### config.mk
export PLATFORM = sky130hd
export DESIGN_NAME = valve_motor_sequencer
export DESIGN_NICKNAME = d
export VERILOG_FILES = /design/src/rtl/vms_pkg.sv /design/src/rtl/vms_csr.sv /design/src/rtl/vms_core.sv /design/src/rtl/valve_motor_sequencer.sv
export SDC_FILE = /design/constraint.sdc
export NUM_CORES = 1
export LEC_CHECK = 0
export ABC_CLOCK_PERIOD_IN_PS = 2400
export BUFFER_PORTS_ARGS = -buffer_cell sky130_fd_sc_hd__buf_2
export CAP_MARGIN = 20
export CORE_AREA = 5 5 151 153
export DETAILED_ROUTE_END_ITERATION = 7
export DIE_AREA = 0 0 156 158
export PLACE_DENSITY = 0.57
export SETUP_SLACK_MARGIN = 0.15
export SLEW_MARGIN = 15
export SYNTH_ARGS = -nofsm -noshare
export SYNTH_HDL_FRONTEND = slang
export SYNTH_SLANG_ARGS = --single-unit
### constraint.sdc
create_clock -name clock -period 2.4 [get_ports clock]
set_input_delay 0.48 -clock clock [delete_from_list [all_inputs] [get_ports clock]]
set_output_delay 0.48 -clock clock [all_outputs]
set_load 0.1 [all_outputs]
### src/rtl/vms_pkg.sv
// ----------------------------------------------------------------------------
// vms_pkg
// Types, codes and helpers of the valve motor sequencer.
// ----------------------------------------------------------------------------
package vms_pkg;

   localparam int TICK_W = 16;
   localparam int CSR_DATA_W = 32;
   localparam int CSR_ADDR_W = 4;

   // reset values of the timing registers
   localparam logic [TICK_W-1:0] FULL_TRAVEL_RST = 16'd10000;
   localparam logic [TICK_W-1:0] HALF_OPEN_RST = 16'd5000;
   localparam logic [TICK_W-1:0] HALF_CLOSE_RST = 16'd5000;
   localparam logic [TICK_W-1:0] GUARD_RST = 16'd20000;

   // item kinds
   typedef enum logic [2:0] {
      CMD_COMMAND     = 3'd0,
      CMD_TICK        = 3'd1,
      CMD_OPEN_HIT    = 3'd2,
      CMD_CLOSE_HIT   = 3'd3,
      CMD_OVERCURRENT = 3'd4
   } cmd_type;

   // valve requests
   typedef enum logic [2:0] {
      REQ_IDLE       = 3'd0,
      REQ_FULL_OPEN  = 3'd1,
      REQ_HALF_OPEN  = 3'd2,
      REQ_FULL_CLOSE = 3'd3,
      REQ_MAINTAIN   = 3'd4
   } req_type;

   // moves held by the sequencer
   typedef enum logic [1:0] {
      MV_IDLE       = 2'd0,
      MV_FULL_OPEN  = 2'd1,
      MV_HALF       = 2'd2,
      MV_FULL_CLOSE = 2'd3
   } move_type;

   // valve position
   typedef enum logic [1:0] {
      POS_OPEN  = 2'd0,
      POS_HALF  = 2'd1,
      POS_CLOSE = 2'd2,
      POS_OCP   = 2'd3
   } pos_type;

   // register indexes (byte address bits [3:2])
   typedef enum logic [1:0] {
      REG_FULL_TRAVEL = 2'd0,
      REG_HALF_OPEN   = 2'd1,
      REG_HALF_CLOSE  = 2'd2,
      REG_GUARD       = 2'd3
   } reg_idx_type;

   typedef struct packed {
      logic [2:0] cmd;
      logic [2:0] request;
      logic       open_limit_n;
      logic       close_limit_n;
   } req_item_type;

   typedef struct packed {
      logic       motor_on;
      logic       motor_ccw;
      logic [1:0] valve_position;
      logic       awake;
   } rsp_item_type;

   typedef struct packed {
      logic [TICK_W-1:0] full_travel_ticks;
      logic [TICK_W-1:0] half_from_open_ticks;
      logic [TICK_W-1:0] half_from_close_ticks;
      logic [TICK_W-1:0] guard_ticks;
   } cfg_type;

   // limit switch sampling; overcurrent is sticky
   function automatic pos_type sample_pos(pos_type pos, logic open_n, logic close_n);
      pos_type res;
      if (pos == POS_OCP) begin
         res = POS_OCP;
      end else if (!open_n) begin
         res = POS_OPEN;
      end else if (!close_n) begin
         res = POS_CLOSE;
      end else begin
         res = POS_HALF;
      end
      return res;
   endfunction

endpackage

### src/rtl/vms_csr.sv
// ----------------------------------------------------------------------------
// vms_csr
// Timing registers behind the APB-style configuration port.
// ----------------------------------------------------------------------------
module vms_csr
   import vms_pkg::*;
(
   input  logic                  clock,
   input  logic                  reset,
   input  logic                  csr_psel,
   input  logic                  csr_penable,
   input  logic                  csr_pwrite,
   input  logic [CSR_ADDR_W-1:0] csr_paddr,
   input  logic [CSR_DATA_W-1:0] csr_pwdata,
   output logic [CSR_DATA_W-1:0] csr_prdata,
   output logic                  csr_pready,
   output cfg_type               cfg
);

   cfg_type     cfg_ff;
   cfg_type     cfg_in;
   logic        wr_en;
   reg_idx_type idx;

   assign csr_pready = 1'b1;
   assign wr_en = csr_psel & csr_penable & csr_pwrite;
   assign idx = reg_idx_type'(csr_paddr[3:2]);

   // register write decode
   always_comb begin
      cfg_in = cfg_ff;
      if (wr_en) begin
         unique case (idx)
            REG_FULL_TRAVEL: cfg_in.full_travel_ticks = csr_pwdata[TICK_W-1:0];
            REG_HALF_OPEN:   cfg_in.half_from_open_ticks = csr_pwdata[TICK_W-1:0];
            REG_HALF_CLOSE:  cfg_in.half_from_close_ticks = csr_pwdata[TICK_W-1:0];
            REG_GUARD:       cfg_in.guard_ticks = csr_pwdata[TICK_W-1:0];
            default:         cfg_in = cfg_ff;
         endcase
      end
   end

   always_ff @(posedge clock) begin
      if (reset) begin
         cfg_ff.full_travel_ticks <= FULL_TRAVEL_RST;
         cfg_ff.half_from_open_ticks <= HALF_OPEN_RST;
         cfg_ff.half_from_close_ticks <= HALF_CLOSE_RST;
         cfg_ff.guard_ticks <= GUARD_RST;
      end else begin
         cfg_ff <= cfg_in;
      end
   end

   // read mux
   always_comb begin
      csr_prdata = '0;
      unique case (idx)
         REG_FULL_TRAVEL: csr_prdata[TICK_W-1:0] = cfg_ff.full_travel_ticks;
         REG_HALF_OPEN:   csr_prdata[TICK_W-1:0] = cfg_ff.half_from_open_ticks;
         REG_HALF_CLOSE:  csr_prdata[TICK_W-1:0] = cfg_ff.half_from_close_ticks;
         REG_GUARD:       csr_prdata[TICK_W-1:0] = cfg_ff.guard_ticks;
         default:         csr_prdata = '0;
      endcase
   end

   assign cfg = cfg_ff;

endmodule

### src/rtl/vms_core.sv
// ----------------------------------------------------------------------------
// vms_core
// Sequencer state, move and guard timers, and the next-state logic for one
// request per cycle in which step is high.
// ----------------------------------------------------------------------------
module vms_core
   import vms_pkg::*;
(
   input  logic         clock,
   input  logic         reset,
   input  logic         step,
   input  req_item_type item,
   input  cfg_type      cfg,
   output rsp_item_type result
);

   pos_type           pos_ff, pos_in;
   move_type          cur_ff, cur_in;
   move_type          que_ff, que_in;
   logic              on_ff, on_in;
   logic              ccw_ff, ccw_in;
   logic [TICK_W-1:0] mcnt_ff, mcnt_in;
   logic              mrun_ff, mrun_in;
   logic [TICK_W-1:0] gcnt_ff, gcnt_in;
   logic              act_ff, act_in;

   pos_type           sampled;
   logic              stop_en;
   logic              start_en;
   logic              start_ccw;
   logic [TICK_W-1:0] start_ticks;
   move_type          start_now;
   move_type          start_next;

   assign sampled = sample_pos(pos_ff, item.open_limit_n, item.close_limit_n);

   // state register
   always_ff @(posedge clock) begin
      if (reset) begin
         pos_ff  <= POS_HALF;
         cur_ff  <= MV_IDLE;
         que_ff  <= MV_IDLE;
         on_ff   <= 1'b0;
         ccw_ff  <= 1'b0;
         mcnt_ff <= '0;
         mrun_ff <= 1'b0;
         gcnt_ff <= '0;
         act_ff  <= 1'b0;
      end else if (step) begin
         pos_ff  <= pos_in;
         cur_ff  <= cur_in;
         que_ff  <= que_in;
         on_ff   <= on_in;
         ccw_ff  <= ccw_in;
         mcnt_ff <= mcnt_in;
         mrun_ff <= mrun_in;
         gcnt_ff <= gcnt_in;
         act_ff  <= act_in;
      end
   end

   // next state: pick a move start and/or a stop, then apply them
   always_comb begin
      pos_in = pos_ff;
      cur_in = cur_ff;
      que_in = que_ff;
      on_in = on_ff;
      ccw_in = ccw_ff;
      mcnt_in = mcnt_ff;
      mrun_in = mrun_ff;
      gcnt_in = gcnt_ff;
      act_in = act_ff;
      stop_en = 1'b0;
      start_en = 1'b0;
      start_ccw = 1'b0;
      start_ticks = cfg.full_travel_ticks;
      start_now = MV_IDLE;
      start_next = MV_IDLE;

      unique case (item.cmd)
         CMD_COMMAND: begin
            act_in = 1'b1;
            gcnt_in = cfg.guard_ticks;
            pos_in = sampled;
            unique case (item.request)
               REQ_FULL_OPEN: begin
                  if (sampled == POS_OPEN) begin
                     stop_en = 1'b1;
                  end else begin
                     start_en = 1'b1;
                     start_now = MV_FULL_OPEN;
                  end
               end
               REQ_HALF_OPEN: begin
                  // at overcurrent only the guard restarts
                  if (sampled == POS_HALF) begin
                     stop_en = 1'b1;
                  end else if (sampled == POS_OPEN) begin
                     start_en = 1'b1;
                     start_ccw = 1'b1;
                     start_ticks = cfg.half_from_open_ticks;
                     start_now = MV_HALF;
                  end else if (sampled == POS_CLOSE) begin
                     start_en = 1'b1;
                     start_ticks = cfg.half_from_close_ticks;
                     start_now = MV_HALF;
                  end
               end
               REQ_FULL_CLOSE: begin
                  if (sampled == POS_CLOSE) begin
                     stop_en = 1'b1;
                  end else begin
                     start_en = 1'b1;
                     start_ccw = 1'b1;
                     start_now = MV_FULL_CLOSE;
                  end
               end
               REQ_MAINTAIN: begin
                  start_en = 1'b1;
                  if (sampled == POS_OPEN) begin
                     start_ccw = 1'b1;
                     start_ticks = cfg.half_from_open_ticks;
                     start_now = MV_HALF;
                     start_next = MV_FULL_OPEN;
                  end else if (sampled == POS_CLOSE) begin
                     start_ticks = cfg.half_from_close_ticks;
                     start_now = MV_HALF;
                     start_next = MV_FULL_CLOSE;
                  end else begin
                     start_ccw = 1'b1;
                     start_now = MV_FULL_CLOSE;
                     start_next = MV_HALF;
                  end
               end
               default: stop_en = 1'b1;
            endcase
         end
         CMD_TICK: begin
            // move timer first; expiry chains the queued move or stops
            if (mrun_ff) begin
               if (mcnt_ff <= TICK_W'(1)) begin
                  mrun_in = 1'b0;
                  mcnt_in = '0;
                  unique case (que_ff)
                     MV_FULL_OPEN: begin
                        start_en = 1'b1;
                        start_now = MV_FULL_OPEN;
                     end
                     MV_HALF: begin
                        start_en = 1'b1;
                        start_ticks = cfg.half_from_close_ticks;
                        start_now = MV_HALF;
                     end
                     MV_FULL_CLOSE: begin
                        start_en = 1'b1;
                        start_ccw = 1'b1;
                        start_now = MV_FULL_CLOSE;
                     end
                     default: stop_en = 1'b1;
                  endcase
               end else begin
                  mcnt_in = mcnt_ff - TICK_W'(1);
               end
            end
            // then the guard, unless the expiry already put us to sleep
            if (act_ff && !stop_en) begin
               if (gcnt_ff <= TICK_W'(1)) begin
                  stop_en = 1'b1;
               end else begin
                  gcnt_in = gcnt_ff - TICK_W'(1);
               end
            end
         end
         CMD_OPEN_HIT: begin
            if (que_ff == MV_IDLE && cur_ff == MV_FULL_OPEN) begin
               stop_en = 1'b1;
            end
         end
         CMD_CLOSE_HIT: begin
            if (que_ff == MV_IDLE) begin
               if (cur_ff == MV_FULL_CLOSE) begin
                  stop_en = 1'b1;
               end
            end else if (que_ff == MV_HALF) begin
               start_en = 1'b1;
               start_ticks = cfg.half_from_close_ticks;
               start_now = MV_HALF;
            end
         end
         CMD_OVERCURRENT: begin
            pos_in = POS_OCP;
            stop_en = 1'b1;
         end
         default: ;
      endcase

      // start a timed move
      if (start_en) begin
         on_in = 1'b1;
         ccw_in = start_ccw;
         mcnt_in = start_ticks;
         mrun_in = 1'b1;
         cur_in = start_now;
         que_in = start_next;
      end

      // stop everything and sleep; wins over a start in the same request
      if (stop_en) begin
         mrun_in = 1'b0;
         mcnt_in = '0;
         gcnt_in = '0;
         cur_in = MV_IDLE;
         que_in = MV_IDLE;
         pos_in = sample_pos(pos_in, item.open_limit_n, item.close_limit_n);
         on_in = 1'b0;
         ccw_in = 1'b0;
         act_in = 1'b0;
      end
   end

   assign result.motor_on = on_in;
   assign result.motor_ccw = ccw_in;
   assign result.valve_position = pos_in;
   assign result.awake = act_in;

endmodule

### src/rtl/valve_motor_sequencer.sv
// ----------------------------------------------------------------------------
// valve_motor_sequencer
// Valve motor sequencer top level: request register, sequencer core, result
// register and configuration registers.
// ----------------------------------------------------------------------------
// Takes one request per clock while rsp_ready is high and returns one result
// per request, showing motor enable, direction, valve position and awake
// status after that request. A request is captured in the input register;
// when it steps on, the sequencer state and the result register behind rsp_
// update together. The rate is set by the combinational next-state logic of
// the sequencer core; the input register keeps accepting while a result waits,
// so back pressure only reaches req_ready once both registers are full.
// Timing registers are to be written over the csr_ port while no request is
// in flight; the block itself does not enforce this.
module valve_motor_sequencer
   import vms_pkg::*;
(
   input  logic                  clock,
   input  logic                  reset,
   input  logic                  req_valid,
   output logic                  req_ready,
   input  req_item_type          req_data,
   output logic                  rsp_valid,
   input  logic                  rsp_ready,
   output rsp_item_type          rsp_data,
   input  logic                  csr_psel,
   input  logic                  csr_penable,
   input  logic                  csr_pwrite,
   input  logic [CSR_ADDR_W-1:0] csr_paddr,
   input  logic [CSR_DATA_W-1:0] csr_pwdata,
   output logic [CSR_DATA_W-1:0] csr_prdata,
   output logic                  csr_pready
);

   logic         in_valid_ff, in_valid_in;
   req_item_type in_data_ff, in_data_in;
   logic         out_valid_ff, out_valid_in;
   rsp_item_type out_data_ff, out_data_in;
   logic         step;
   rsp_item_type result;
   cfg_type      cfg;

   // a held request moves on when the result register is free or draining
   assign step = in_valid_ff & (~out_valid_ff | rsp_ready);
   assign req_ready = ~in_valid_ff | step;

   always_comb begin
      in_valid_in = in_valid_ff;
      in_data_in = in_data_ff;
      if (req_ready) begin
         in_valid_in = req_valid;
         in_data_in = req_data;
      end
      out_valid_in = out_valid_ff;
      out_data_in = out_data_ff;
      if (step) begin
         out_valid_in = 1'b1;
         out_data_in = result;
      end else if (rsp_ready) begin
         out_valid_in = 1'b0;
      end
   end

   always_ff @(posedge clock) begin
      if (reset) begin
         in_valid_ff <= 1'b0;
         out_valid_ff <= 1'b0;
      end else begin
         in_valid_ff <= in_valid_in;
         out_valid_ff <= out_valid_in;
      end
   end

   always_ff @(posedge clock) begin
      in_data_ff <= in_data_in;
      out_data_ff <= out_data_in;
   end

   assign rsp_valid = out_valid_ff;
   assign rsp_data = out_data_ff;

   vms_csr u_csr (
      .clock       (clock),
      .reset       (reset),
      .csr_psel    (csr_psel),
      .csr_penable (csr_penable),
      .csr_pwrite  (csr_pwrite),
      .csr_paddr   (csr_paddr),
      .csr_pwdata  (csr_pwdata),
      .csr_prdata  (csr_prdata),
      .csr_pready  (csr_pready),
      .cfg         (cfg)
   );

   vms_core u_core (
      .clock  (clock),
      .reset  (reset),
      .step   (step),
      .item   (in_data_ff),
      .cfg    (cfg),
      .result (result)
   );

endmodule

# Yosys cells after proc, flatten, opt, wreduce, memory -nomap -nowiden
# Cells that the tools add are included.
# word_totals
regBits,121
inputBits,51
out_inout_bits,40
elab_cells,169
# classes
add_sub_neg,2
n_lt_le_gt_ge,2
n_eq_ne,22
n_mux,92
bitwise_logic,7
reduce_logical,21
# op_table
op,n
two-way mux 16 bit,15
one-hot mux 16 bit (2 select lines),2
one-hot mux 16 bit (4 select lines),1
one-hot mux 16 bit (3 select lines),1
two-way mux 1 bit,42
two-way mux 2 bit,21
<= comparator 16 x 1 -> 1 bit (second input constant),2
subtractor 16 x 1 -> 16 bit (second input constant),2
== test 2 bit (second input constant),8
== test 3 x 2 -> 1 bit (second input constant),4
one-hot mux 2 bit (3 select lines),2
AND reduction 2 bit,6
nonzero test 3 bit,3
== test 2 x 1 -> 1 bit (second input constant),4
one-hot mux 1 bit (4 select lines),2
one-hot mux 2 bit (4 select lines),1
== test 3 x 1 -> 1 bit (second input constant),2
== test 3 bit (second input constant),2
logical NOT 2 bit,3
one-hot mux 1 bit (3 select lines),2
one-hot mux 1 bit (5 select lines),1
one-hot mux 2 bit (2 select lines),1
AND reduction 4 bit,1
nonzero test 2 bit,2
11 further kinds,16

# Depth between registers and ports, before layout
# logic_depth
ltp_word,12
ltp_mapped,11
mapped_depth_nobuf,9

# Cells and area by module
# From an unflattened synthesis, not the netlist that was laid out.
# unflattened
cells_unflattened,823
area_unflattened_um2,7542.2
# modules_own_cells
module,n_inst,cells_per_inst,area_each_um2,seq_area_each_um2
vms_core,1,519,3955.0,840.8
vms_csr,1,282,3103.0,1281.2
valve_motor_sequencer,1,22,484.2,430.4

# Worst setup path after synthesis
# Ideal clock, no wire load.
# synth_path
path_kind,input port to output port
from,in csr_paddr[3]
to,out csr_prdata[10]
t_arrival_ns,2.261
required_time_ns,1.920
slack_ns,-0.341
stages,3
path_buffers,2
path_cell_list,buf_1 clkbuf_1 mux4_2
# synth_via
elab_chain_len,2
elab_cells_between_ends,5
classes_between,eq/ne: 3; mux: 1; reduce/logical: 1
# synth_rtl
item,line,text
"start, declared",valve_motor_sequencer.sv:29,"input logic [CSR_ADDR_W-1:0] csr_paddr,"
== test 2 bit (tied with other cells),vms_csr.sv:57,unique case (idx)
one-hot mux 16 bit (4 select lines) *,vms_csr.sv:57,
"end, declared",valve_motor_sequencer.sv:31,"output logic [CSR_DATA_W-1:0] csr_prdata,"
# Mark *: on every way between the ends. The rest lies on a longest branch, timed or not.

# Worst setup path in the final report
# layout_path
from,reg in_data_ff[6] (netlist name)
to,reg u_core.mcnt_ff[15]
# layout_via
elab_chain_len,4
elab_cells_between_ends,13
classes_between,eq/ne: 4; mux: 5; reduce/logical: 4
# layout_rtl
item,line,text
"start, declared",valve_motor_sequencer.sv:36,"req_item_type in_data_ff, in_data_in;"
"start signal, assigned",valve_motor_sequencer.sv:75,in_data_ff <= in_data_in;
== test 3 bit (tied with other cells),vms_core.sv:80,unique case (item.cmd)
one-hot mux 1 bit (5 select lines) (tied with other cells),vms_core.sv:80,
nonzero test 3 bit (no line) or two-way mux 16 bit (tied branches),-,
AND reduction 3 bit (no line) or two-way mux 16 bit (tied branches),-,
"end signal, assigned",vms_core.sv:55,mcnt_ff <= mcnt_in;
"end, declared",vms_core.sv:22,"logic [TICK_W-1:0] mcnt_ff, mcnt_in;"
# Several ways; a longest one is shown, not always the timed one.
# A chain may end at the register's enable or synchronous reset.

==> results.toml <==
[run_status]
status = "completed"

[synth]
synth_edf_count = 13
syn_inst = 889
post-synth-top-count-cell = "nand2_1"
ys_types = 76
yosysWarnings = 0
synth-seq-area-share_pct = 34.9
synthTopCellsByCount = "nand2_1, dfxtp_1, a21oi_1, nor2_1, mux2i_1"
synth_top_area_share_pct = 29.5
synthFlopType = "dfxtp_1"
synth_area_leaders = "dfxtp_1, nand2_1, mux2i_1"
synth_area_um2 = 7320
async_flop_share_pct = 0
syn_area_per_cell_um2 = 8.23
yosysTopAreaCell = "dfxtp_1"
ys_ff_latch = 121

[min_path]
hp-class = "input pin to register"

[cts]
cts_tree = "built"
cts_inserted_buffers = 17
clock_sinks = 121
insertion_delay_ns = 0.42
clk_pin_slew_worst_paths_ns = 0.06
cts_root_buffer = "clkbuf_16"
clock_tree.buffer_depth = 2
htreeDepth = 4

[routing]
drtPass1Iterations = 5
wl_um = 23200
drt-wirelength-per-cell_um = 17.7
antenna_left = 0
drc = 0
vias_per_cell = 5.43
num_vias = 7090
drt_iter0_drc = 594

[finish]
drive_above_1_share_pct = 27.3
n_antenna_cell = 0
n_fill_cell = 2108
design_area_um2 = 9460
area_growth_pct = 29.2
num-nets-final = 1067
fin_util_pct = 44.2

[grt]
grt_usage_pct = 19.2
grt_pass1_vias = 6821
grt_max_degree = 44
antenna_found_initial = 0
grt_pass1_wl_um = 37500
grt.overflow.total = 0

[place]
portBuffers = 55
dpl.hpwl_um = 15900
place.gp.congestion = 0.896
placed_area_um2 = 8480
dp_slack_ns = -0.107

[critical_path]
cpMostUsedCell = "buf_4"
crit_type = "register to register"
crit_path_end_kind = "register"
slowest_delay_ns = 0.42
crit_slowest_cell = "edfxtp_1"
crit_required_ns = 2.70
critPathArrivalTime_ns = 2.70
startpoint_type = "register"
path_cells = "or2_1 -> a2111oi_2 -> a311oi_2 -> o22a_2 -> nand3b_1 -> buf_4 -> buf_4 -> o22ai_1 -> o2bb2ai_1"
cp_max_fo = 14

[timing]
finalClockSkew_ns = 0.0107
fmax_mhz = 417
hold_viol = 0
setup_tns_ns = 0
worstMarginPinSlew_ns = 0.596
grt_setup_unrepaired = "true"
slew_headroom_pct = 60.0
timing.final.crit_share_pct = 99.9
timing.final.crit_period_ns = 2.40
setup_viol = 0
finalWorstSetupSlack_ns = 0.00325
report.final.slew_viol_count = 0

[floorplanning]
die-area_um2 = 24600
ios = 91
num_rows = 54
initial_core_util_pct = 34.2
coreArea_um2 = 21400
die_width_um = 156
die_y_um = 158

[power_and_ir_drop]
leakage_nw = 3.77
vdd_ir_drop_max_mv = 0.476
powerDensity_nw_per_um2 = 620

[run]
max-cap-violations = 0
==> where the power goes <==
| group | leakage [nW] | internal (mW) | switching, mW |
|---|---|---|---|
| sequential | 1.01 | 2.09 | 0.0412 |
| clock | 0.296 | 1.65 | 0.970 |
| combinational | 2.47 | 0.382 | 0.734 |
| total | 3.77 | 4.12 | 1.75 |
==> stage by stage <==
step                instances  power, mW  hold slack, ns
floorplan                 904       2.92           0.424
global placement         1255       3.21           0.441
detailed placement       1255       3.21           0.443
CTS                      1303       5.87           0.225
global route             1305       6.10           0.216
finish                   1305       5.86           0.242
==> cells by family after synthesis <==
kind of cell | after synthesis | share of synthesized area [%]
flops | 121 | 34.9
fa+ha+maj | 4 | 0.684
mux | 63 | 11.4
simple gates | 355 | 23.2
buf+inv | 107 | 7.11
compound gates | 228 | 21.6
other cells | 2 | 0.103
xor+xnor | 9 | 1.08
==> sequential cells by signal, summed over array words and instances, names as in the netlist <==
signal and flops:
in_data_ff 8, in_valid_ff 1, rsp_data 5, rsp_valid 1
u_core.act_ff 1, u_core.ccw_ff 1, u_core.cur_ff 2, u_core.gcnt_ff 16
u_core.mcnt_ff 16, u_core.mrun_ff 1, u_core.on_ff 1, u_core.pos_ff 2
u_core.que_ff 2, u_csr.cfg 64
==> worst max-delay path: cells and delay by family, from the launching register on <==
kind | cells | cell delay [ns]
AND/OR/NAND/NOR | 2 | 0.38
AO/OA/AOI/OAI | 5 | 1.08
flip-flops | 1 | 0.42
buffers and inverters | 2 | 0.40
==> layout by cell type (no fill, tap or decap), types with 7 or more instances in the layout <==
master	synthesis	final
buf_2	8	53
buf_4	23	100
nand2_1	178	178
o2bb2ai_1	13	13
nor2_1	57	51
mux4_2	16	16
o21ai_0	19	18
edfxtp_1	13	13
mux2i_1	47	47
buf_6	3	9
inv_1	23	23
nand3b_1	23	23
or3_1	14	9
a22oi_1	10	10
o221ai_1	14	9
nor3_1	20	15
conb_1	2	17
dfxtp_1	108	105
clkbuf_16	0	18
nand3_1	9	9
nand2b_1	7	7
a21oi_1	93	92
buf_12	0	9
o211ai_1	14	14
o32ai_1	16	14
==> path summary, 6_finish.rpt <==
path / from / slack (ns) / cells after the start / end
hold / removal: req_data[0] / 0.24 / 1 / in_data_ff[0]
hold reg to reg: u_csr.cfg[36] / 0.47 / 2 / u_csr.cfg[36]
setup reg to reg: in_data_ff[6] / 0.003 / 9 / u_core.mcnt_ff[15]
setup / recovery: in_data_ff[6] / 0.003 / 9 / u_core.mcnt_ff[15]
==> cell type report <==
class                      count  area [um2]  share of cell area, %
tap                          280         350                   3.70
multi-input combinational    677        4540                   48.0
inverter                      23        86.3                  0.913
clock buffer                  22         485                   5.13
timing repair buffer         172        1330                   14.0
clock inverter                10         113                   1.19
sequential                   121        2560                   27.1
==> per-layer routing <==
layer  vias up  part of all wire [%]  GRT usage (%)  routed length, um
met5         -                     0              0                  0
met4         0                   2.4           6.75                550
met3        39                   3.8           3.58                890
met2       166                    48           31.3              11200
met1      3426                    46           25.5              10600
li1       3459                     -              -                  -
==> timing repair <==
item                       4_1_cts  5_1_grt
pin swaps                       20        9
setup buffers                   13        2
hold buffers                     0        0
cloned                           3        0
resized for setup               34       17
setup endpoints to repair       39       45
Note: power is estimated with default switching activity, not from simulation.
